--- config.mk ---
export PLATFORM = sky130hd
export DESIGN_NAME = canopen_master_frame_engine
export DESIGN_NICKNAME = d
export VERILOG_FILES = /design/src/rtl/cmfe_pkg.sv /design/src/rtl/canopen_master_frame_engine.sv
export SDC_FILE = /design/constraint.sdc
export NUM_CORES = 1
export LEC_CHECK = 0
export ABC_CLOCK_PERIOD_IN_PS = 17830
export BUFFER_PORTS_ARGS = -buffer_cell sky130_fd_sc_hd__clkbuf_2
export CAP_MARGIN = 10
export CORE_UTILIZATION = 53
export DETAILED_ROUTE_END_ITERATION = 6
export GPL_ROUTABILITY_DRIVEN = 0
export GPL_TIMING_DRIVEN = 0
export PLACE_DENSITY = 0.8
export SKIP_CTS_REPAIR_TIMING = 1
export SYNTH_ARGS = -nofsm -noshare
export SYNTH_HDL_FRONTEND = slang
export SYNTH_SLANG_ARGS = --single-unit
export TNS_END_PERCENT = 5
--- constraint.sdc ---
create_clock -name clock -period 17.83 [get_ports clock]
set_input_delay 3.566 -clock clock [delete_from_list [all_inputs] [get_ports clock]]
set_output_delay 3.566 -clock clock [all_outputs]
set_load 0.01 [all_outputs]
--- src/rtl/cmfe_pkg.sv ---
`default_nettype none

package cmfe_pkg;

   // Request modes
   typedef enum logic [2:0] {
      MODE_SDO_WRITE = 3'd0,
      MODE_SDO_READ  = 3'd1,
      MODE_RX_FRAME  = 3'd2,
      MODE_TICK      = 3'd3,
      MODE_NMT       = 3'd4,
      MODE_SYNC      = 3'd5
   } mode_type;

   // Result kinds
   typedef enum logic [2:0] {
      KIND_REJECT     = 3'd0,
      KIND_TRANSMIT   = 3'd1,
      KIND_HEARTBEAT  = 3'd2,
      KIND_EMCY       = 3'd3,
      KIND_PDO        = 3'd4,
      KIND_READ_DONE  = 3'd5,
      KIND_WRITE_DONE = 3'd6
   } kind_type;

   // Reported NMT states
   typedef enum logic [2:0] {
      NMT_UNKNOWN     = 3'd0,
      NMT_BOOT_UP     = 3'd1,
      NMT_STOPPED     = 3'd2,
      NMT_OPERATIONAL = 3'd3,
      NMT_PRE_OP      = 3'd4
   } nmt_state_type;

   // Function codes: identifier bits 10:7
   localparam logic [3:0] FC_EMCY      = 4'h1;
   localparam logic [3:0] FC_TPDO1     = 4'h3;
   localparam logic [3:0] FC_RPDO1     = 4'h4;
   localparam logic [3:0] FC_TPDO2     = 4'h5;
   localparam logic [3:0] FC_RPDO2     = 4'h6;
   localparam logic [3:0] FC_TPDO3     = 4'h7;
   localparam logic [3:0] FC_RPDO3     = 4'h8;
   localparam logic [3:0] FC_TPDO4     = 4'h9;
   localparam logic [3:0] FC_RPDO4     = 4'hA;
   localparam logic [3:0] FC_SDO_RESP  = 4'hB;
   localparam logic [3:0] FC_HEARTBEAT = 4'hE;

   // Identifiers
   localparam logic [10:0] ID_NMT      = 11'h000;
   localparam logic [10:0] ID_SYNC     = 11'h080;
   localparam logic [10:0] ID_SDO_REQ  = 11'h600;

   // SDO command bytes
   localparam logic [7:0] SDO_CMD_DOWNLOAD = 8'h23;
   localparam logic [7:0] SDO_CMD_UPLOAD   = 8'h40;
   localparam logic [7:0] SDO_SCS_ABORT    = 8'h80;
   localparam logic [7:0] SDO_SCS_DL_ACK   = 8'h60;
   localparam logic [7:0] SDO_SCS_MASK     = 8'hE0;
   localparam logic [7:0] SDO_SCS_UPLOAD   = 8'h40;
   localparam logic [31:0] SDO_ABORT_TIMEOUT = 32'h0504_0000;

   // Heartbeat state bytes
   localparam logic [6:0] HB_BOOT_UP     = 7'h00;
   localparam logic [6:0] HB_STOPPED     = 7'h04;
   localparam logic [6:0] HB_OPERATIONAL = 7'h05;
   localparam logic [6:0] HB_PRE_OP      = 7'h7F;

   // Register map
   localparam logic RegNodeId  = 1'b0;
   localparam logic RegTimeout = 1'b1;

   // Reset values
   localparam logic [6:0]  NODE_ID_RESET = 7'd1;
   localparam logic [15:0] TIMEOUT_RESET = 16'd1000;

   typedef struct packed {
      logic [2:0]  mode;
      logic [15:0] obj_index;
      logic [7:0]  obj_subindex;
      logic [31:0] write_value;
      logic [2:0]  write_size;
      logic [7:0]  nmt_command;
      logic [6:0]  target_node;
      logic [10:0] frame_id;
      logic        frame_extended;
      logic [3:0]  frame_len;
      logic [63:0] frame_data;
   } req_type;

   typedef struct packed {
      kind_type      kind;
      logic [10:0]   tx_id;
      logic [63:0]   payload;
      logic [3:0]    payload_len;
      logic [6:0]    node;
      nmt_state_type nmt_state;
      logic [2:0]    pdo_number;
      logic          pdo_is_transmit;
      logic          success;
      logic [15:0]   result_index;
      logic [7:0]    result_subindex;
      logic [31:0]   result_value;
   } rsp_type;

   // Keep the bytes below len (len of 8 or more keeps all)
   function automatic logic [63:0] keep_bytes(input logic [63:0] data,
                                              input logic [3:0] len);
      logic [63:0] res;
      res = '0;
      for (int i = 0; i < 8; i++) begin
         if (4'(i) < len) begin
            res[8*i +: 8] = data[8*i +: 8];
         end
      end
      return res;
   endfunction

endpackage

`default_nettype wire

--- src/rtl/canopen_master_frame_engine.sv ---
`default_nettype none

// A request goes through the request register, then the result register, which drives rsp_valid.
// One request per cycle unless a result stalls; requests with no result still take one slot.
// A waiting result does not block the request register, so one more request is taken.
// Reset (synchronous, active high): no transfer pending, node_id 1, timeout 1000 ticks.
module canopen_master_frame_engine (
   input  wire logic        clock,
   input  wire logic        reset,
   // request channel
   input  wire logic        req_valid,
   output logic             req_stall,
   input  wire logic [2:0]  req_mode,
   input  wire logic [15:0] req_obj_index,
   input  wire logic [7:0]  req_obj_subindex,
   input  wire logic [31:0] req_write_value,
   input  wire logic [2:0]  req_write_size,
   input  wire logic [7:0]  req_nmt_command,
   input  wire logic [6:0]  req_target_node,
   input  wire logic [10:0] req_frame_id,
   input  wire logic        req_frame_extended,
   input  wire logic [3:0]  req_frame_len,
   input  wire logic [63:0] req_frame_data,
   // result channel
   output logic             rsp_valid,
   input  wire logic        rsp_stall,
   output logic [2:0]       rsp_kind,
   output logic [10:0]      rsp_tx_id,
   output logic [63:0]      rsp_payload,
   output logic [3:0]       rsp_payload_len,
   output logic [6:0]       rsp_node,
   output logic [2:0]       rsp_nmt_state,
   output logic [2:0]       rsp_pdo_number,
   output logic             rsp_pdo_is_transmit,
   output logic             rsp_success,
   output logic [15:0]      rsp_result_index,
   output logic [7:0]       rsp_result_subindex,
   output logic [31:0]      rsp_result_value,
   // register port
   input  wire logic        csr_psel,
   input  wire logic        csr_penable,
   input  wire logic        csr_pwrite,
   input  wire logic [2:0]  csr_paddr,
   input  wire logic [31:0] csr_pwdata,
   output logic [31:0]      csr_prdata,
   output logic             csr_pready
);

   // Configuration registers
   logic [6:0]  node_id_ff;
   logic [15:0] timeout_ff;
   logic        csr_wr;

   // Request register
   logic              req_valid_ff;
   cmfe_pkg::req_type req_ff;

   // Result register
   logic              rsp_valid_ff;
   cmfe_pkg::rsp_type rsp_ff;

   // SDO transfer state
   logic        sdo_pending_ff, sdo_pending_in;
   logic        pending_is_read_ff, pending_is_read_in;
   logic [15:0] pending_index_ff, pending_index_in;
   logic [7:0]  pending_subindex_ff, pending_subindex_in;
   logic [15:0] ticks_left_ff, ticks_left_in;

   logic              advance;
   logic              res_valid;
   cmfe_pkg::rsp_type res;

   // Decode helpers
   logic [3:0]  rx_len;
   logic [63:0] rx_data;
   logic [3:0]  rx_fc;
   logic [6:0]  rx_node;
   logic [7:0]  scs;
   logic [2:0]  up_size;
   logic [31:0] up_value;
   logic [7:0]  dl_cmd;
   logic [31:0] dl_data;

   // Register port
   assign csr_pready = 1'b1;
   assign csr_wr     = csr_psel & csr_penable & csr_pwrite;

   always_ff @(posedge clock) begin
      if (reset) begin
         node_id_ff <= cmfe_pkg::NODE_ID_RESET;
         timeout_ff <= cmfe_pkg::TIMEOUT_RESET;
      end else if (csr_wr) begin
         if (csr_paddr[2] == cmfe_pkg::RegNodeId) begin
            node_id_ff <= csr_pwdata[6:0];
         end else begin
            timeout_ff <= csr_pwdata[15:0];
         end
      end
   end

   always_comb begin
      if (csr_paddr[2] == cmfe_pkg::RegTimeout) begin
         csr_prdata = {16'd0, timeout_ff};
      end else begin
         csr_prdata = {25'd0, node_id_ff};
      end
   end

   // Handshake: the request register moves on whenever the result slot frees up
   assign advance   = !rsp_valid_ff || !rsp_stall;
   assign req_stall = req_valid_ff && !advance;

   always_ff @(posedge clock) begin
      if (reset) begin
         req_valid_ff <= 1'b0;
      end else if (!req_stall) begin
         req_valid_ff <= req_valid;
      end
   end

   always_ff @(posedge clock) begin
      if (req_valid && !req_stall) begin
         req_ff.mode           <= req_mode;
         req_ff.obj_index      <= req_obj_index;
         req_ff.obj_subindex   <= req_obj_subindex;
         req_ff.write_value    <= req_write_value;
         req_ff.write_size     <= req_write_size;
         req_ff.nmt_command    <= req_nmt_command;
         req_ff.target_node    <= req_target_node;
         req_ff.frame_id       <= req_frame_id;
         req_ff.frame_extended <= req_frame_extended;
         req_ff.frame_len      <= req_frame_len;
         req_ff.frame_data     <= req_frame_data;
      end
   end

   // Frame field extraction
   always_comb begin
      rx_len  = (req_ff.frame_len > 4'd8) ? 4'd8 : req_ff.frame_len;
      rx_data = cmfe_pkg::keep_bytes(req_ff.frame_data, rx_len);
      rx_fc   = req_ff.frame_id[10:7];
      rx_node = req_ff.frame_id[6:0];
      scs     = rx_data[7:0];
      // expedited upload with size indicated: 4 - n bytes
      if (scs[1] && scs[0]) begin
         up_size = 3'd4 - {1'b0, scs[3:2]};
      end else begin
         up_size = 3'd4;
      end
      up_value = '0;
      for (int i = 0; i < 4; i++) begin
         if (3'(i) < up_size) begin
            up_value[8*i +: 8] = rx_data[32 + 8*i +: 8];
         end
      end
      // download command and masked data
      dl_cmd  = cmfe_pkg::SDO_CMD_DOWNLOAD |
                {4'd0, 2'(3'd4 - req_ff.write_size), 2'd0};
      dl_data = 32'(cmfe_pkg::keep_bytes({32'd0, req_ff.write_value},
                                         {1'b0, req_ff.write_size}));
   end

   // Per-request processing and state update
   always_comb begin
      res_valid           = 1'b0;
      res                 = '0;
      sdo_pending_in      = sdo_pending_ff;
      pending_is_read_in  = pending_is_read_ff;
      pending_index_in    = pending_index_ff;
      pending_subindex_in = pending_subindex_ff;
      ticks_left_in       = ticks_left_ff;

      // fields shared by every SDO completion
      res.result_index    = pending_index_ff;
      res.result_subindex = pending_subindex_ff;

      if (req_valid_ff) begin
         case (req_ff.mode)
            cmfe_pkg::MODE_SDO_WRITE,
            cmfe_pkg::MODE_SDO_READ: begin
               res_valid = 1'b1;
               res       = '0;
               if (sdo_pending_ff ||
                   (req_ff.mode == cmfe_pkg::MODE_SDO_WRITE &&
                    (req_ff.write_size < 3'd1 || req_ff.write_size > 3'd4))) begin
                  res.kind = cmfe_pkg::KIND_REJECT;
               end else begin
                  res.kind        = cmfe_pkg::KIND_TRANSMIT;
                  res.tx_id       = cmfe_pkg::ID_SDO_REQ + {4'd0, node_id_ff};
                  res.payload_len = 4'd8;
                  if (req_ff.mode == cmfe_pkg::MODE_SDO_READ) begin
                     res.payload = {32'd0, req_ff.obj_subindex, req_ff.obj_index,
                                    cmfe_pkg::SDO_CMD_UPLOAD};
                  end else begin
                     res.payload = {dl_data, req_ff.obj_subindex, req_ff.obj_index,
                                    dl_cmd};
                  end
                  sdo_pending_in      = 1'b1;
                  pending_is_read_in  = (req_ff.mode == cmfe_pkg::MODE_SDO_READ);
                  pending_index_in    = req_ff.obj_index;
                  pending_subindex_in = req_ff.obj_subindex;
                  ticks_left_in       = timeout_ff;
               end
            end

            cmfe_pkg::MODE_RX_FRAME: begin
               if (!req_ff.frame_extended) begin
                  case (rx_fc)
                     cmfe_pkg::FC_HEARTBEAT: begin
                        if (rx_node != 7'd0) begin
                           res_valid = 1'b1;
                           res       = '0;
                           res.kind  = cmfe_pkg::KIND_HEARTBEAT;
                           res.node  = rx_node;
                           if (rx_len != 4'd0) begin
                              case (rx_data[6:0])
                                 cmfe_pkg::HB_BOOT_UP:     res.nmt_state = cmfe_pkg::NMT_BOOT_UP;
                                 cmfe_pkg::HB_STOPPED:     res.nmt_state = cmfe_pkg::NMT_STOPPED;
                                 cmfe_pkg::HB_OPERATIONAL: res.nmt_state = cmfe_pkg::NMT_OPERATIONAL;
                                 cmfe_pkg::HB_PRE_OP:      res.nmt_state = cmfe_pkg::NMT_PRE_OP;
                                 default:                  res.nmt_state = cmfe_pkg::NMT_UNKNOWN;
                              endcase
                           end
                        end
                     end

                     cmfe_pkg::FC_EMCY: begin
                        if (rx_node != 7'd0 && rx_len >= 4'd3) begin
                           res_valid        = 1'b1;
                           res              = '0;
                           res.kind         = cmfe_pkg::KIND_EMCY;
                           res.node         = rx_node;
                           res.result_value = {8'd0, rx_data[23:0]};
                           res.payload      = {24'd0, rx_data[63:24]};
                           res.payload_len  = rx_len - 4'd3;
                        end
                     end

                     cmfe_pkg::FC_SDO_RESP: begin
                        // only answers from our server, while a transfer is open
                        if (rx_node == node_id_ff && sdo_pending_ff && rx_len != 4'd0) begin
                           res_valid      = 1'b1;
                           sdo_pending_in = 1'b0;
                           ticks_left_in  = 16'd0;
                           res.kind       = pending_is_read_ff ? cmfe_pkg::KIND_READ_DONE
                                                               : cmfe_pkg::KIND_WRITE_DONE;
                           if (scs == cmfe_pkg::SDO_SCS_ABORT) begin
                              res.success      = 1'b0;
                              res.result_value = (rx_len >= 4'd8) ? rx_data[63:32] : 32'd0;
                           end else if (!pending_is_read_ff) begin
                              res.success = (scs == cmfe_pkg::SDO_SCS_DL_ACK);
                           end else if ((scs & cmfe_pkg::SDO_SCS_MASK) !=
                                        cmfe_pkg::SDO_SCS_UPLOAD) begin
                              res.success = 1'b0;
                           end else begin
                              res.success      = 1'b1;
                              res.result_value = up_value;
                           end
                        end
                     end

                     cmfe_pkg::FC_TPDO1, cmfe_pkg::FC_RPDO1,
                     cmfe_pkg::FC_TPDO2, cmfe_pkg::FC_RPDO2,
                     cmfe_pkg::FC_TPDO3, cmfe_pkg::FC_RPDO3,
                     cmfe_pkg::FC_TPDO4, cmfe_pkg::FC_RPDO4: begin
                        if (rx_node != 7'd0) begin
                           res_valid           = 1'b1;
                           res                 = '0;
                           res.kind            = cmfe_pkg::KIND_PDO;
                           res.node            = rx_node;
                           // codes 3..10 map pairwise onto PDO 1..4, odd is transmit
                           res.pdo_number      = 3'((rx_fc - 4'd1) >> 1);
                           res.pdo_is_transmit = rx_fc[0];
                           res.payload         = rx_data;
                           res.payload_len     = rx_len;
                        end
                     end

                     default: begin
                        res_valid = 1'b0;
                     end
                  endcase
               end
            end

            cmfe_pkg::MODE_TICK: begin
               if (sdo_pending_ff) begin
                  if (ticks_left_ff > 16'd1) begin
                     ticks_left_in = ticks_left_ff - 16'd1;
                  end else begin
                     res_valid        = 1'b1;
                     ticks_left_in    = 16'd0;
                     sdo_pending_in   = 1'b0;
                     res.kind         = pending_is_read_ff ? cmfe_pkg::KIND_READ_DONE
                                                           : cmfe_pkg::KIND_WRITE_DONE;
                     res.success      = 1'b0;
                     res.result_value = cmfe_pkg::SDO_ABORT_TIMEOUT;
                  end
               end
            end

            cmfe_pkg::MODE_NMT: begin
               res_valid       = 1'b1;
               res             = '0;
               res.kind        = cmfe_pkg::KIND_TRANSMIT;
               res.tx_id       = cmfe_pkg::ID_NMT;
               res.payload     = {49'd0, req_ff.target_node, req_ff.nmt_command};
               res.payload_len = 4'd2;
            end

            cmfe_pkg::MODE_SYNC: begin
               res_valid = 1'b1;
               res       = '0;
               res.kind  = cmfe_pkg::KIND_TRANSMIT;
               res.tx_id = cmfe_pkg::ID_SYNC;
            end

            default: begin
               res_valid = 1'b0;
            end
         endcase
      end
   end

   // State registers update once per request, when it leaves the request register
   always_ff @(posedge clock) begin
      if (reset) begin
         sdo_pending_ff      <= 1'b0;
         pending_is_read_ff  <= 1'b0;
         pending_index_ff    <= '0;
         pending_subindex_ff <= '0;
         ticks_left_ff       <= '0;
      end else if (req_valid_ff && advance) begin
         sdo_pending_ff      <= sdo_pending_in;
         pending_is_read_ff  <= pending_is_read_in;
         pending_index_ff    <= pending_index_in;
         pending_subindex_ff <= pending_subindex_in;
         ticks_left_ff       <= ticks_left_in;
      end
   end

   // Result register
   always_ff @(posedge clock) begin
      if (reset) begin
         rsp_valid_ff <= 1'b0;
      end else if (advance) begin
         rsp_valid_ff <= req_valid_ff && res_valid;
      end
   end

   always_ff @(posedge clock) begin
      if (advance && req_valid_ff && res_valid) begin
         rsp_ff <= res;
      end
   end

   assign rsp_valid           = rsp_valid_ff;
   assign rsp_kind            = rsp_ff.kind;
   assign rsp_tx_id           = rsp_ff.tx_id;
   assign rsp_payload         = rsp_ff.payload;
   assign rsp_payload_len     = rsp_ff.payload_len;
   assign rsp_node            = rsp_ff.node;
   assign rsp_nmt_state       = rsp_ff.nmt_state;
   assign rsp_pdo_number      = rsp_ff.pdo_number;
   assign rsp_pdo_is_transmit = rsp_ff.pdo_is_transmit;
   assign rsp_success         = rsp_ff.success;
   assign rsp_result_index    = rsp_ff.result_index;
   assign rsp_result_subindex = rsp_ff.result_subindex;
   assign rsp_result_value    = rsp_ff.result_value;

endmodule

`default_nettype wire

Yosys cells after proc, flatten, opt, wreduce, memory -nomap -nowiden. Index checks and enable logic that the tools add are counted. W data, S select, Z words.

Register bits: 377. Input bits: 199. Output and inout bits: 188.

Add/subtract/negate cells: 6. Magnitude comparators: 22. Eq/ne operators: 28. Mux-type cells: 76. Bitwise gates (word level): 6. Reduce and logical (&&, ||, !) cells: 33.

Operator list (count): $pmux W93 S4 (1); $mux W153 (2); $mux W152 (2); $pmux W93 S3 (1); $mux W32 (5); $mux W8 (16); $pmux W32 S4 (1); $mux W16 (7); $mux W79 (1); $pmux W24 S3 (1); $mux W64 (1); $pmux W32 S2 (1); $mux W56 (1); $mux W27 (2); $pmux W16 S3 (1); $pmux W24 S2 (1); $pmux W3 S4 (3); $eq A4 B4 Y1 const B (5); $mux W1 (18); $eq A4 B3 Y1 const B (4); $gt A16 B1 Y1 const B (1); $lt A3 B4 Y1 const A (4); $sub A16 B1 Y16 const B (1); $mux W3 (5); other kinds (50) (86).

Depth between registers and ports, before layout. Gate-level depths: netlist of the first run.

Word-level depth: 16. Depth in mapped cells: 14. Gate-level depth less buffers: 12.

Worst setup path before layout of the first run. No wires, ideal clock.

Path type: input -> register. From: in rsp_stall. To: reg rsp_ff (netlist bit rsp_kind[0]), enable pin. Library setup time: 0.892 ns. Arrival: 14.517 ns. Required time: 16.938 ns. Slack: 2.420 ns. Cell stages on the path: 2. Cells stage by stage: nand2_1 > a21boi_0.

Longest elaborated chain between the ends: 4.

RTL lines: from (decl) (line canopen_master_frame_engine.sv:26) `input wire logic rsp_stall,`; $logic_not A1 Y1 (line canopen_master_frame_engine.sv:110) `assign advance = !rsp_valid_ff || !rsp_stall;`; $logic_or A1 B1 Y1 (line canopen_master_frame_engine.sv:110); $logic_and A1 B1 Y1 (2 in a row) (line canopen_master_frame_engine.sv:352) `if (advance && req_valid_ff && res_valid) begin`; to (signal assigned) (line canopen_master_frame_engine.sv:353) `rsp_ff <= res;`; to (decl) (line canopen_master_frame_engine.sv:60) `cmfe_pkg::rsp_type rsp_ff;`.

No other way between the ends. A chain may end at the register's enable or synchronous reset.

Worst setup path in the final report of the first run.
From: in csr_paddr[2]. To: out csr_prdata[6].

Longest elaborated chain between the ends: 1.

RTL lines: from (decl) (line canopen_master_frame_engine.sv:43) `input wire logic [2:0] csr_paddr,`; $mux W16 (line canopen_master_frame_engine.sv:102) `if (csr_paddr[2] == cmfe_pkg::RegTimeout) begin`; to (decl) (line canopen_master_frame_engine.sv:45) `output logic [31:0] csr_prdata,`.

No other way between the ends.

==> results_dict.tcl, run 1 <==
set metrics [dict create \
    worst_r2r_startpoint "req_ff[67]" \
    met2_layer_usage_reported_by_global_route 0.469 \
    synth_sequential_area_ratio 0.687 \
    finalNetCount 1819 \
    die-width_um 173 \
    ios 387 \
    cts_tree "yes" \
    timing_max_transition_violations_final 0 \
    synth_area_um2 15400 \
    insertion_delay_ns 0.54 \
    startpoint_type "primary input" \
    synth.lib_cells_used.distinct 79 \
    worstPathRequired_ns 14.26 \
    die_height_um 173 \
    power-per-cell-area_nw_per_um2 104 \
    period_minus_slack_ns 8.33 \
    worst_hold_path_type "reg -> reg" \
    fp.coreArea_um2 28600 \
    utilization 0.677 \
    cts-htree-levels 2 \
    grt_setup_unrepaired "false" \
    area_delta_synth_final_pct 25.7 \
    cts_root_buffer "sky130_fd_sc_hd__clkbuf_16" \
    critical_path_class "in -> out" \
    cp_cell_sequence "clkbuf_1 > clkbuf_1 > mux2_2 > clkbuf_2" \
    grt_overflow_total 0 \
    setup_viol 0 \
    maxCapViolations 0 \
    synth-seq-cells 375 \
    finalClockSkew_ns 0.0217 \
    synth_enable_flop_cells 308 \
    globalRouteTotalUtil 0.300 \
    yosys-top-cells-area "sky130_fd_sc_hd__edfxtp_1 60%, sky130_fd_sc_hd__dfxtp_1 8.7%, sky130_fd_sc_hd__nand2_1 3.7%, sky130_fd_sc_hd__a21oi_1 2.6%, sky130_fd_sc_hd__and2_1 2.2%" \
    grt.met3_usage 0.0618 \
    setup_total_negative_slack_ns 0 \
    numPortBuffers 348 \
    grt_antenna_before_repair 3 \
    ctsLongestPathBuffers 3 \
    critPathBufInv 3 \
    synth_cells 1188 \
    initial_core_util 0.539 \
    most_area_hungry_cell_type_in_the_yosys_netlist "sky130_fd_sc_hd__edfxtp_1" \
    slew-limit-headroom 0.258 \
    1st_pass_router_iterations 7 \
    via_count 11877 \
    area_post_placement_um2 18000 \
    post-route-worst-setup-slack_ns 9.50 \
    hpwl_mm 33.5 \
    pre_cts_ws_ns 9.51 \
    layout.cell_area.non_filler_um2 19400 \
    fmax_mhz 120 \
    clkSinkCount 375 \
    cpMostUsedCell "sky130_fd_sc_hd__clkbuf_1" \
    r2r_slack_ns 13.51 \
    worst_ep_arrival_time_ns 4.76 \
    clkTransAtPathRegs_ns 0.06 \
    hold_path.startpoint "pending_subindex_ff[1]" \
    syn_area_per_cell_um2 13.0 \
    worst_setup_end_kind "output pin" \
    route.antenna.remaining_nets 0 \
    critical_path.slowest_cell "sky130_fd_sc_hd__mux2_2" \
    met1_track_demand_over_resource_in_global_routing 0.410 \
    layout-drive-gt1-share 0.292 \
    routed_wirelength_mm 45.1 \
    drcViolationCount 0 \
    grt-busiest-layer "met2" \
    tritoncts.num_buffers 40 \
    most-common-layout-cells "348 x sky130_fd_sc_hd__clkbuf_2, 308 x sky130_fd_sc_hd__edfxtp_1, 152 x sky130_fd_sc_hd__nand2_1, 79 x sky130_fd_sc_hd__a21oi_1, 79 x sky130_fd_sc_hd__nor2_1" \
    wl_per_cell_um 22.3 \
    timing.final.crit_share 0.467 \
    grt_max_degree 33 \
    via_per_inst 5.86 \
    vdd_ir_drop_max_uv 83.9 \
    worst_setup_path_startpoint "csr_paddr[2]" \
    layout.cells.most_common "sky130_fd_sc_hd__clkbuf_2" \
    synth.yosys.warnings 0 \
    worst-slew-pin-transition_ns 1.10 \
    first_global_vias 11222 \
    netlist.area_leader.share 0.600 \
    kind_of_cell_adding_the_most_delay_to_the_critical_path "buffers and inverters" \
    crit_path_max_incr_delay_ns 0.38 \
    final_hold_viol_count 0 \
    leakagePower_nw 7.63 \
    run_status "complete, no violations" \
    design.die.area_um2 29800 \
    post-layout-total-power_w 0.00201 \
    crit_path_max_fanout 10 \
    async_flop_share 0 \
    first_pass_grt_wire_length_mm 66.9 \
    drc_violation_total_after_the_first_tritonroute_iteration 1093 \
    synth_top_flop_cell "sky130_fd_sc_hd__edfxtp_1" \
    rows 62 \
]
## final cells by class
cell class / count / area [um2]
well taps: 384 / 480
plain buffers: 76 / 408
clock buffers: 53 / 1110
inverters: 15 / 56.3
flip-flops and latches: 375 / 10600
diodes: 2 / 5.00
repair buffers: 362 / 2030
fillers: 2078 / 9250
clock inverters: 21 / 256
multi-input cells: 738 / 4440
## Yosys cell counts, drive strengths merged (7+ instances only)
master,count
edfxtp,308
nor4,10
o21ai,41
nand2,153
o31ai,9
xnor2,10
nand3b,8
nor2b,9
a21oi,79
a311oi,7
a32oi,18
ha,12
inv,15
dfxtp,67
mux2,8
mux2i,8
a22o,30
buf,33
nand3,14
nor2,81
and2,55
nor3,21
a22oi,37
clkbuf,43
## cells by family (layout without fill, tap and decap cells)
family                   after synthesis  in the layout  synth area share
flip-flops                           375            375             0.687
adder cells (fa/ha/maj)               12             12           0.00974
other                                  2             20          0.000487
AO/OA/AOI/OAI                        284            284             0.128
multiplexers                          16             16            0.0110
AND/OR/NAND/NOR                      394            394             0.126
XOR/XNOR                              14             14           0.00795
buffers and inverters                 91            527            0.0301
## layer usage
layer,vias to the layer above,wire [um],share of wire
met3,134,4400,0.098
li1,5305,-,-
met1,5651,18100,0.40
met5,-,24,0.00053
met2,783,20700,0.46
met4,4,1910,0.042
## power by group
part	switching (W)	internal (W)	leakage (nW)
clock	0.000336	0.000526	0.670
combinational	0.0000851	0.0000568	3.39
sequential	0.0000226	0.000980	3.58
## worst register-to-register path: stages (launching register included)
cell                       delay (ns)
sky130_fd_sc_hd__edfxtp_1        0.47
sky130_fd_sc_hd__clkbuf_1        0.26
sky130_fd_sc_hd__nor2b_1         0.25
sky130_fd_sc_hd__inv_1           0.07
sky130_fd_sc_hd__ha_1            0.22
sky130_fd_sc_hd__or3b_1          0.24
sky130_fd_sc_hd__nand2_1         0.08
sky130_fd_sc_hd__nor4_1          0.45
sky130_fd_sc_hd__buf_2           0.30
sky130_fd_sc_hd__o311ai_0        0.27
sky130_fd_sc_hd__a21boi_4        0.74
sky130_fd_sc_hd__buf_16          0.25
sky130_fd_sc_hd__buf_12          0.20
sky130_fd_sc_hd__buf_16          0.21
## state kept, by name, summed over array words and instances (netlist names), 9 cells and up
| signal | flops |
|---|---|
| ticks_left_ff | 16 |
| rsp_result_index | 16 |
| pending_index_ff | 16 |
| rsp_payload | 64 |
| rsp_result_value | 32 |
| rsp_tx_id | 9 |
| req_ff | 157 |
| timeout_ff | 16 |
## final timing paths
kind	end	depth (start not counted)
worst max-delay path	csr_prdata[6]	4
worst min-delay path	pending_subindex_ff[1]	2
worst max register to register	rsp_payload[51]	13
worst min register to register	pending_subindex_ff[1]	2
## through the flow
stage	hold WS, ns	cells
final	0.452	2026
after CTS	0.451	2023
after detailed placement	0.443	1949
after global placement	0.437	1936
after global routing	0.466	2025
after floorplan	0.432	1204
Power figures use the tool's default switching activity.
==> run 2: changes to the inputs <==
--- a/config.mk
+++ b/config.mk
@@ -5,14 +5,14 @@
 export SDC_FILE = /design/constraint.sdc
 export NUM_CORES = 1
 export LEC_CHECK = 0
-export ABC_CLOCK_PERIOD_IN_PS = 17830
+export ABC_CLOCK_PERIOD_IN_PS = 6700
 export BUFFER_PORTS_ARGS = -buffer_cell sky130_fd_sc_hd__clkbuf_2
 export CAP_MARGIN = 10
-export CORE_UTILIZATION = 53
+export CORE_UTILIZATION = 48
 export DETAILED_ROUTE_END_ITERATION = 6
 export GPL_ROUTABILITY_DRIVEN = 0
 export GPL_TIMING_DRIVEN = 0
-export PLACE_DENSITY = 0.8
+export PLACE_DENSITY = 0.76
 export SKIP_CTS_REPAIR_TIMING = 1
 export SYNTH_ARGS = -nofsm -noshare
 export SYNTH_HDL_FRONTEND = slang
==> constraint.sdc (replaced) <==
create_clock -name clock -period 6.7 [get_ports clock]
set_input_delay 1.34 -clock clock [delete_from_list [all_inputs] [get_ports clock]]
set_output_delay 1.34 -clock clock [all_outputs]
set_load 0.01 [all_outputs]
==> run 2 against run 1 <==
The run now ends with DRC left. Clock skew increased by 0.0038 ns. Setup slack worse by 7.4 ns. Wire length grew 1.3%. Sequential share of layout area up 0.15 points. Via count about the same. Power rose to 2.6 times the previous value. Sequential power rose to 2.7 times the previous value. Clock power increased to 2.6 times the previous value. Clock-buffer cell count decreased by 5. Critical endpoint is now rsp_tx_id[9].
==> results_dict.tcl, run 2 (same netlist as run 1, synthesis figures left out) <==
set metrics [dict create \
    num-fill-cells 2461 \
    ctsLongestPathBuffers 3 \
    run_status "finished with violations" \
    layout-drive-gt1-share 0.293 \
    worst_hold_path_type "reg -> reg" \
    pre_cts_ws_ns 2.27 \
    power-per-cell-area_nw_per_um2 272 \
    post-route-worst-setup-slack_ns 2.15 \
    first_pass_grt_wire_length_mm 67.9 \
    grt_setup_unrepaired "false" \
    fmax_mhz 220 \
    via_per_inst 5.81 \
    crit_path_max_incr_delay_ns 1.03 \
    finalClockSkew_ns 0.0254 \
    globalRouteTotalUtil 0.276 \
    design.die.area_um2 32800 \
    worst-slew-pin-transition_ns 1.23 \
    insertion_delay_ns 0.54 \
    critical_path.slowest_cell "sky130_fd_sc_hd__nor4_1" \
    route.antenna.remaining_nets 0 \
    cts_tree "yes" \
    grt_overflow_total 0 \
    final_cell_count_no_fill 2044 \
    worst_ep_arrival_time_ns 4.77 \
    place.detailed.instances 1967 \
    critPathBufInv 4 \
    wl_per_cell_um 22.4 \
    die-width_um 181 \
    cts_root_buffer "sky130_fd_sc_hd__clkbuf_16" \
    worstPathRequired_ns 6.92 \
    kind_of_cell_adding_the_most_delay_to_the_critical_path "simple AND/OR/NAND/NOR gates" \
    rows 65 \
    routed_wirelength_mm 45.7 \
    violations "DRC" \
    slew-limit-headroom 0.175 \
    die_height_um 181 \
    ios 387 \
    drcViolationCount 2 \
    clkTransAtPathRegs_ns 0.06 \
    1st_pass_router_iterations 7 \
    final_hold_viol_count 0 \
    numPortBuffers 348 \
    grt_antenna_before_repair 5 \
    leakagePower_nw 7.60 \
    worst_setup_end_kind "flip-flop" \
    setup_viol 0 \
    flip_flop_count_of_the_largest_register_after_layout 157 \
    period_minus_slack_ns 4.55 \
    via_count 11871 \
    top_register "req_ff" \
    grt_max_degree 32 \
    crit_path_max_fanout 28 \
    critical_path_class "reg -> reg" \
    cp_cell_sequence "clkbuf_1 > nor2b_1 > inv_1 > ha_1 > or3b_1 > nand2_1 > nor4_1 > o311ai_0 > a21boi_4 > buf_16 > buf_12" \
    first_global_vias 11274 \
    hpwl_mm 34.1 \
    maxCapViolations 0 \
    startpoint_type "flip-flop" \
    cts-htree-levels 2 \
    area_delta_synth_final_pct 25.3 \
    finalNetCount 1819 \
    timing_max_transition_violations_final 0 \
    initial_core_util 0.489 \
    timing.final.crit_share 0.679 \
    layout.cells.most_common "sky130_fd_sc_hd__clkbuf_2" \
    tritoncts.num_buffers 41 \
    most-common-layout-cells "349 x sky130_fd_sc_hd__clkbuf_2, 308 x sky130_fd_sc_hd__edfxtp_1, 152 x sky130_fd_sc_hd__nand2_1, 79 x sky130_fd_sc_hd__a21oi_1, 79 x sky130_fd_sc_hd__nor2_1" \
    drc_violation_total_after_the_first_tritonroute_iteration 1248 \
    fp.coreArea_um2 31600 \
    vdd_ir_drop_max_uv 221 \
    clkSinkCount 375 \
]
## run 2: path summary, 6_finish.rpt
path                        from  cells past startpoint                   to  slack (ns)
max                   req_ff[67]                     11         rsp_tx_id[9]        2.15
min          pending_index_ff[2]                      2  pending_index_ff[2]        0.45
max reg2reg           req_ff[67]                     11         rsp_tx_id[9]        2.15
min reg2reg  pending_index_ff[2]                      2  pending_index_ff[2]        0.45
## run 2: worst reg2reg max path, delay by kind of cell, from the launching register on
kind	cells	cell delay, ns
AND/OR/NAND/NOR	4	1.61
AO/OA/AOI/OAI	2	1.08
buffers and inverters	4	0.82
flip-flops	1	0.47
adder cells (fa/ha/maj)	1	0.24
## run 2: layer usage
layer	wire length, um	share of wire	track usage	vias up
met2	21100	0.46	0.439	713
met5	10	0.00022	0	-
met4	2180	0.048	0.123	2
li1	-	-	-	5282
met1	17900	0.39	0.362	5720
met3	4460	0.097	0.0607	154
## run 2: through the flow
| step | total power [W] | area [um2] | TNS, ns | util | hold WS (ns) |
|---|---|---|---|---|---|
| finish | 0.00525 | 19300 | 0 | 0.612 | 0.450 |
| global route | 0.00540 | 19300 | 0 | 0.612 | 0.471 |
| CTS | 0.00527 | 19300 | 0 | 0.612 | 0.452 |
| detailed placement | 0.00309 | 18000 | 0 | 0.571 | 0.444 |
| global placement | 0.00307 | 17700 | -330.62 | 0.562 | 0.438 |
| floorplan | 0.00290 | 15500 | 0 | - | 0.432 |
## run 2: cell type report
type / instances / area [um2] / share of cell area
plain buffers: 76 / 408 / 0.0211
diodes: 3 / 7.51 / 0.000388
inverters: 15 / 56.3 / 0.00291
clock inverters: 26 / 228 / 0.0118
flip-flops and latches: 375 / 10600 / 0.548
well taps: 402 / 503 / 0.0260
multi-input cells: 738 / 4440 / 0.230
clock buffers: 48 / 1070 / 0.0556
repair buffers: 361 / 2020 / 0.104
## run 2: where the power goes
group / leakage [nW] / switching [W] / internal (W)
Sequential: 3.58 / 0.0000617 / 0.00261
Combinational: 3.38 / 0.000227 / 0.000151
Clock: 0.645 / 0.000901 / 0.00130
==> run 3: changes to the inputs <==
--- a/config.mk
+++ b/config.mk
@@ -5,14 +5,15 @@
 export SDC_FILE = /design/constraint.sdc
 export NUM_CORES = 1
 export LEC_CHECK = 0
-export ABC_CLOCK_PERIOD_IN_PS = 6700
+export ABC_AREA = 1
+export ABC_CLOCK_PERIOD_IN_PS = 4600
 export BUFFER_PORTS_ARGS = -buffer_cell sky130_fd_sc_hd__clkbuf_2
 export CAP_MARGIN = 10
-export CORE_UTILIZATION = 48
+export CORE_UTILIZATION = 54
 export DETAILED_ROUTE_END_ITERATION = 6
 export GPL_ROUTABILITY_DRIVEN = 0
 export GPL_TIMING_DRIVEN = 0
-export PLACE_DENSITY = 0.76
+export PLACE_DENSITY = 0.8
 export SKIP_CTS_REPAIR_TIMING = 1
 export SYNTH_ARGS = -nofsm -noshare
 export SYNTH_HDL_FRONTEND = slang
==> constraint.sdc (replaced) <==
create_clock -name clock -period 4.6 [get_ports clock]
set_input_delay 0.92 -clock clock [delete_from_list [all_inputs] [get_ports clock]]
set_output_delay 0.92 -clock clock [all_outputs]
set_load 0.01 [all_outputs]
==> run 3 against run 2 <==
The run still ends with DRC left. Setup slack lost 1.3 ns. Sequential power grew 46%. Synthesized cell count grew 31%. Highest routed layer is now met4. Synthesized area grew 5.4%. Largest power group unchanged. Via count grew 14%. Largest cell class unchanged. Register-to-register slack lost 1.3 ns. Non-clock buffer count grew 9.
==> results_dict.tcl, run 3 <==
set metrics [dict create \
    synth_area_um2 16200 \
    synth.top_cells.by_count "308 x sky130_fd_sc_hd__edfxtp_1, 274 x sky130_fd_sc_hd__nand2_1, 180 x sky130_fd_sc_hd__nor2_1, 132 x sky130_fd_sc_hd__nand3_1, 126 x sky130_fd_sc_hd__inv_1" \
    clkTransAtPathRegs_ns 0.06 \
    area_post_placement_um2 18700 \
    cts_root_buffer "sky130_fd_sc_hd__clkbuf_16" \
    crit_path_max_incr_delay_ns 0.61 \
    worst_setup_path_startpoint "req_ff[67]" \
    layout-drive-gt1-share 0.245 \
    numPortBuffers 348 \
    first_global_vias 12301 \
    synth_enable_flop_cells 308 \
    rr_endpoint "rsp_result_value[24]" \
    clkSinkCount 375 \
    crit_path_max_fanout 26 \
    worst_hold_path.endpoint "pending_subindex_ff[7]" \
    critical_path_class "reg -> reg" \
    period_minus_slack_ns 3.76 \
    synth.yosys.warnings 0 \
    cts-htree-levels 2 \
    initial_core_util 0.548 \
    top_register "req_ff" \
    synth_sequential_area_ratio 0.652 \
    async_flop_share 0 \
    vdd_ir_drop_max_uv 317 \
    hpwl_mm 36.3 \
    worst_setup_end_kind "flip-flop" \
    fp.coreArea_um2 29600 \
    critical_path.slowest_cell "sky130_fd_sc_hd__nor2_4" \
    ios 387 \
    drc_violation_total_after_the_first_tritonroute_iteration 1689 \
    worst-slew-pin-transition_ns 0.899 \
    synth-seq-cells 375 \
    maxCapViolations 0 \
    worstHoldPathCells 2 \
    cts_tree "yes" \
    critPathBufInv 5 \
    final_hold_viol_count 0 \
    drcViolationCount 16 \
    yosys-top-cells-area "sky130_fd_sc_hd__edfxtp_1 57%, sky130_fd_sc_hd__dfxtp_1 8.3%, sky130_fd_sc_hd__nand2_1 6.3%, sky130_fd_sc_hd__nor2_1 4.2%, sky130_fd_sc_hd__nand3_1 4.1%" \
    num-fill-cells 2295 \
    insertion_delay_ns 0.54 \
    flip_flop_count_of_the_largest_register_after_layout 157 \
    routed_wirelength_mm 47.6 \
    cp_cell_sequence "buf_6 > clkbuf_1 > nor2_1 > ha_1 > inv_1 > nand2_1 > nand3_1 > nand2_1 > nand2_1 > nand2_1 > o21bai_1 > nor2_4 > buf_12 > buf_12" \
    design.die.area_um2 30800 \
    ctsLongestPathBuffers 3 \
    syn_area_per_cell_um2 10.4 \
    netlist.area_leader.share 0.569 \
    pre_cts_ws_ns 0.957 \
    finalNetCount 2182 \
    worst_hold_path_type "reg -> reg" \
    synth.lib_cells_used.distinct 42 \
    r2r_slack_ns 0.84 \
    timing.final.crit_share 0.818 \
    area_delta_synth_final_pct 22.0 \
    worst_r2r_startpoint "req_ff[67]" \
    synth_cells 1562 \
    post-route-worst-setup-slack_ns 0.836 \
    slew-limit-headroom 0.398 \
    timing_max_transition_violations_final 0 \
    kind_of_cell_adding_the_most_delay_to_the_critical_path "simple AND/OR/NAND/NOR gates" \
    via_per_inst 5.65 \
    worstPathRequired_ns 4.83 \
    hold_path.startpoint "pending_subindex_ff[7]" \
    grt_setup_unrepaired "false" \
    route.antenna.remaining_nets 0 \
    leakagePower_nw 8.25 \
    utilization 0.669 \
    synth_top_flop_cell "sky130_fd_sc_hd__edfxtp_1" \
    via_count 13541 \
    place.detailed.instances 2322 \
    grt_antenna_before_repair 5 \
    grt_max_degree 99 \
    timing.reg2reg.worst_path_depth 14 \
    startpoint_type "flip-flop" \
    globalRouteTotalUtil 0.307 \
    finalClockSkew_ns 0.0185 \
    final_cell_count_no_fill 2395 \
    fmax_mhz 266 \
    post-layout-total-power_w 0.00742 \
    layout.cells.most_common "sky130_fd_sc_hd__clkbuf_2" \
    setup_viol 0 \
    die-width_um 175 \
    most_area_hungry_cell_type_in_the_yosys_netlist "sky130_fd_sc_hd__edfxtp_1" \
    1st_pass_router_iterations 7 \
    power-per-cell-area_nw_per_um2 374 \
    run_status "finished with violations" \
    first_pass_grt_wire_length_mm 70.6 \
    worst_ep_arrival_time_ns 4.00 \
    most-common-layout-cells "348 x sky130_fd_sc_hd__clkbuf_2, 308 x sky130_fd_sc_hd__edfxtp_1, 274 x sky130_fd_sc_hd__nand2_1, 179 x sky130_fd_sc_hd__nor2_1, 132 x sky130_fd_sc_hd__nand3_1" \
    layout.cell_area.non_filler_um2 19800 \
    cpMostUsedCell "sky130_fd_sc_hd__nand2_1" \
    violations "DRC" \
    tritoncts.num_buffers 37 \
    grt_overflow_total 0 \
    die_height_um 175 \
    synthMostInstantiatedCell "sky130_fd_sc_hd__edfxtp_1" \
    rows 63 \
    wl_per_cell_um 19.9 \
]
run 3: per-stage QoR:
stage | hold WS [ns] | setup TNS, ns
floorplan | 0.440 | -31.74
global placement | 0.453 | -422.51
detailed placement | 0.454 | 0
CTS | 0.470 | 0
global route | 0.489 | 0
finish | 0.467 | 0
run 3: cell type report:
type | count | area, um2 | share of cell area
antenna | 6 | 15.0 | 0.000757
clock inverter | 17 | 133 | 0.00669
clock buffer | 50 | 995 | 0.0502
buffer | 92 | 483 | 0.0244
inverter | 139 | 528 | 0.0266
multi-input combinational | 972 | 4720 | 0.238
tap | 390 | 488 | 0.0246
timing repair buffer | 354 | 1880 | 0.0946
sequential | 375 | 10600 | 0.534
run 3: logic make-up after synthesis:
group           Yosys count  synth area share
simple gates            657             0.174
other cells               2          0.000462
compound gates          274            0.0966
fa+ha+maj                12           0.00924
buf+inv                 231            0.0619
xor+xnor                 11           0.00593
flops                   375             0.652
run 3: worst max-delay path by stage:
stage / end / cells past startpoint
2_1_floorplan: req_ff[0] / 5
3_3_place_gp: req_ff[123] / 6
3_5_place_dp: rsp_result_value[29] / 16
4_1_cts: rsp_result_value[18] / 16
5_1_grt: rsp_result_value[18] / 14
6_report: rsp_result_value[24] / 14
run 3: metal layers:
layer	vias to the layer above	wire (um)	global-route usage
li1	6212	-	-
met1	6184	17600	0.397
met2	980	21800	0.484
met3	165	5910	0.0842
met5	-	0	0
met4	0	2250	0.142
run 3: worst register-to-register path: cells and delay by family (launching register included):
family / cells / cell delay, ns
flip-flops: 1 / 0.38
buffers and inverters: 5 / 0.92
AO/OA/AOI/OAI: 1 / 0.13
AND/OR/NAND/NOR: 7 / 1.82
adder cells (fa/ha/maj): 1 / 0.18
run 3: power by group:
group          switching (W)  internal, W  total [W]
clock network        0.00127      0.00159    0.00286
logic               0.000447     0.000224   0.000671
registers          0.0000764      0.00381    0.00389
total                0.00179      0.00562    0.00742
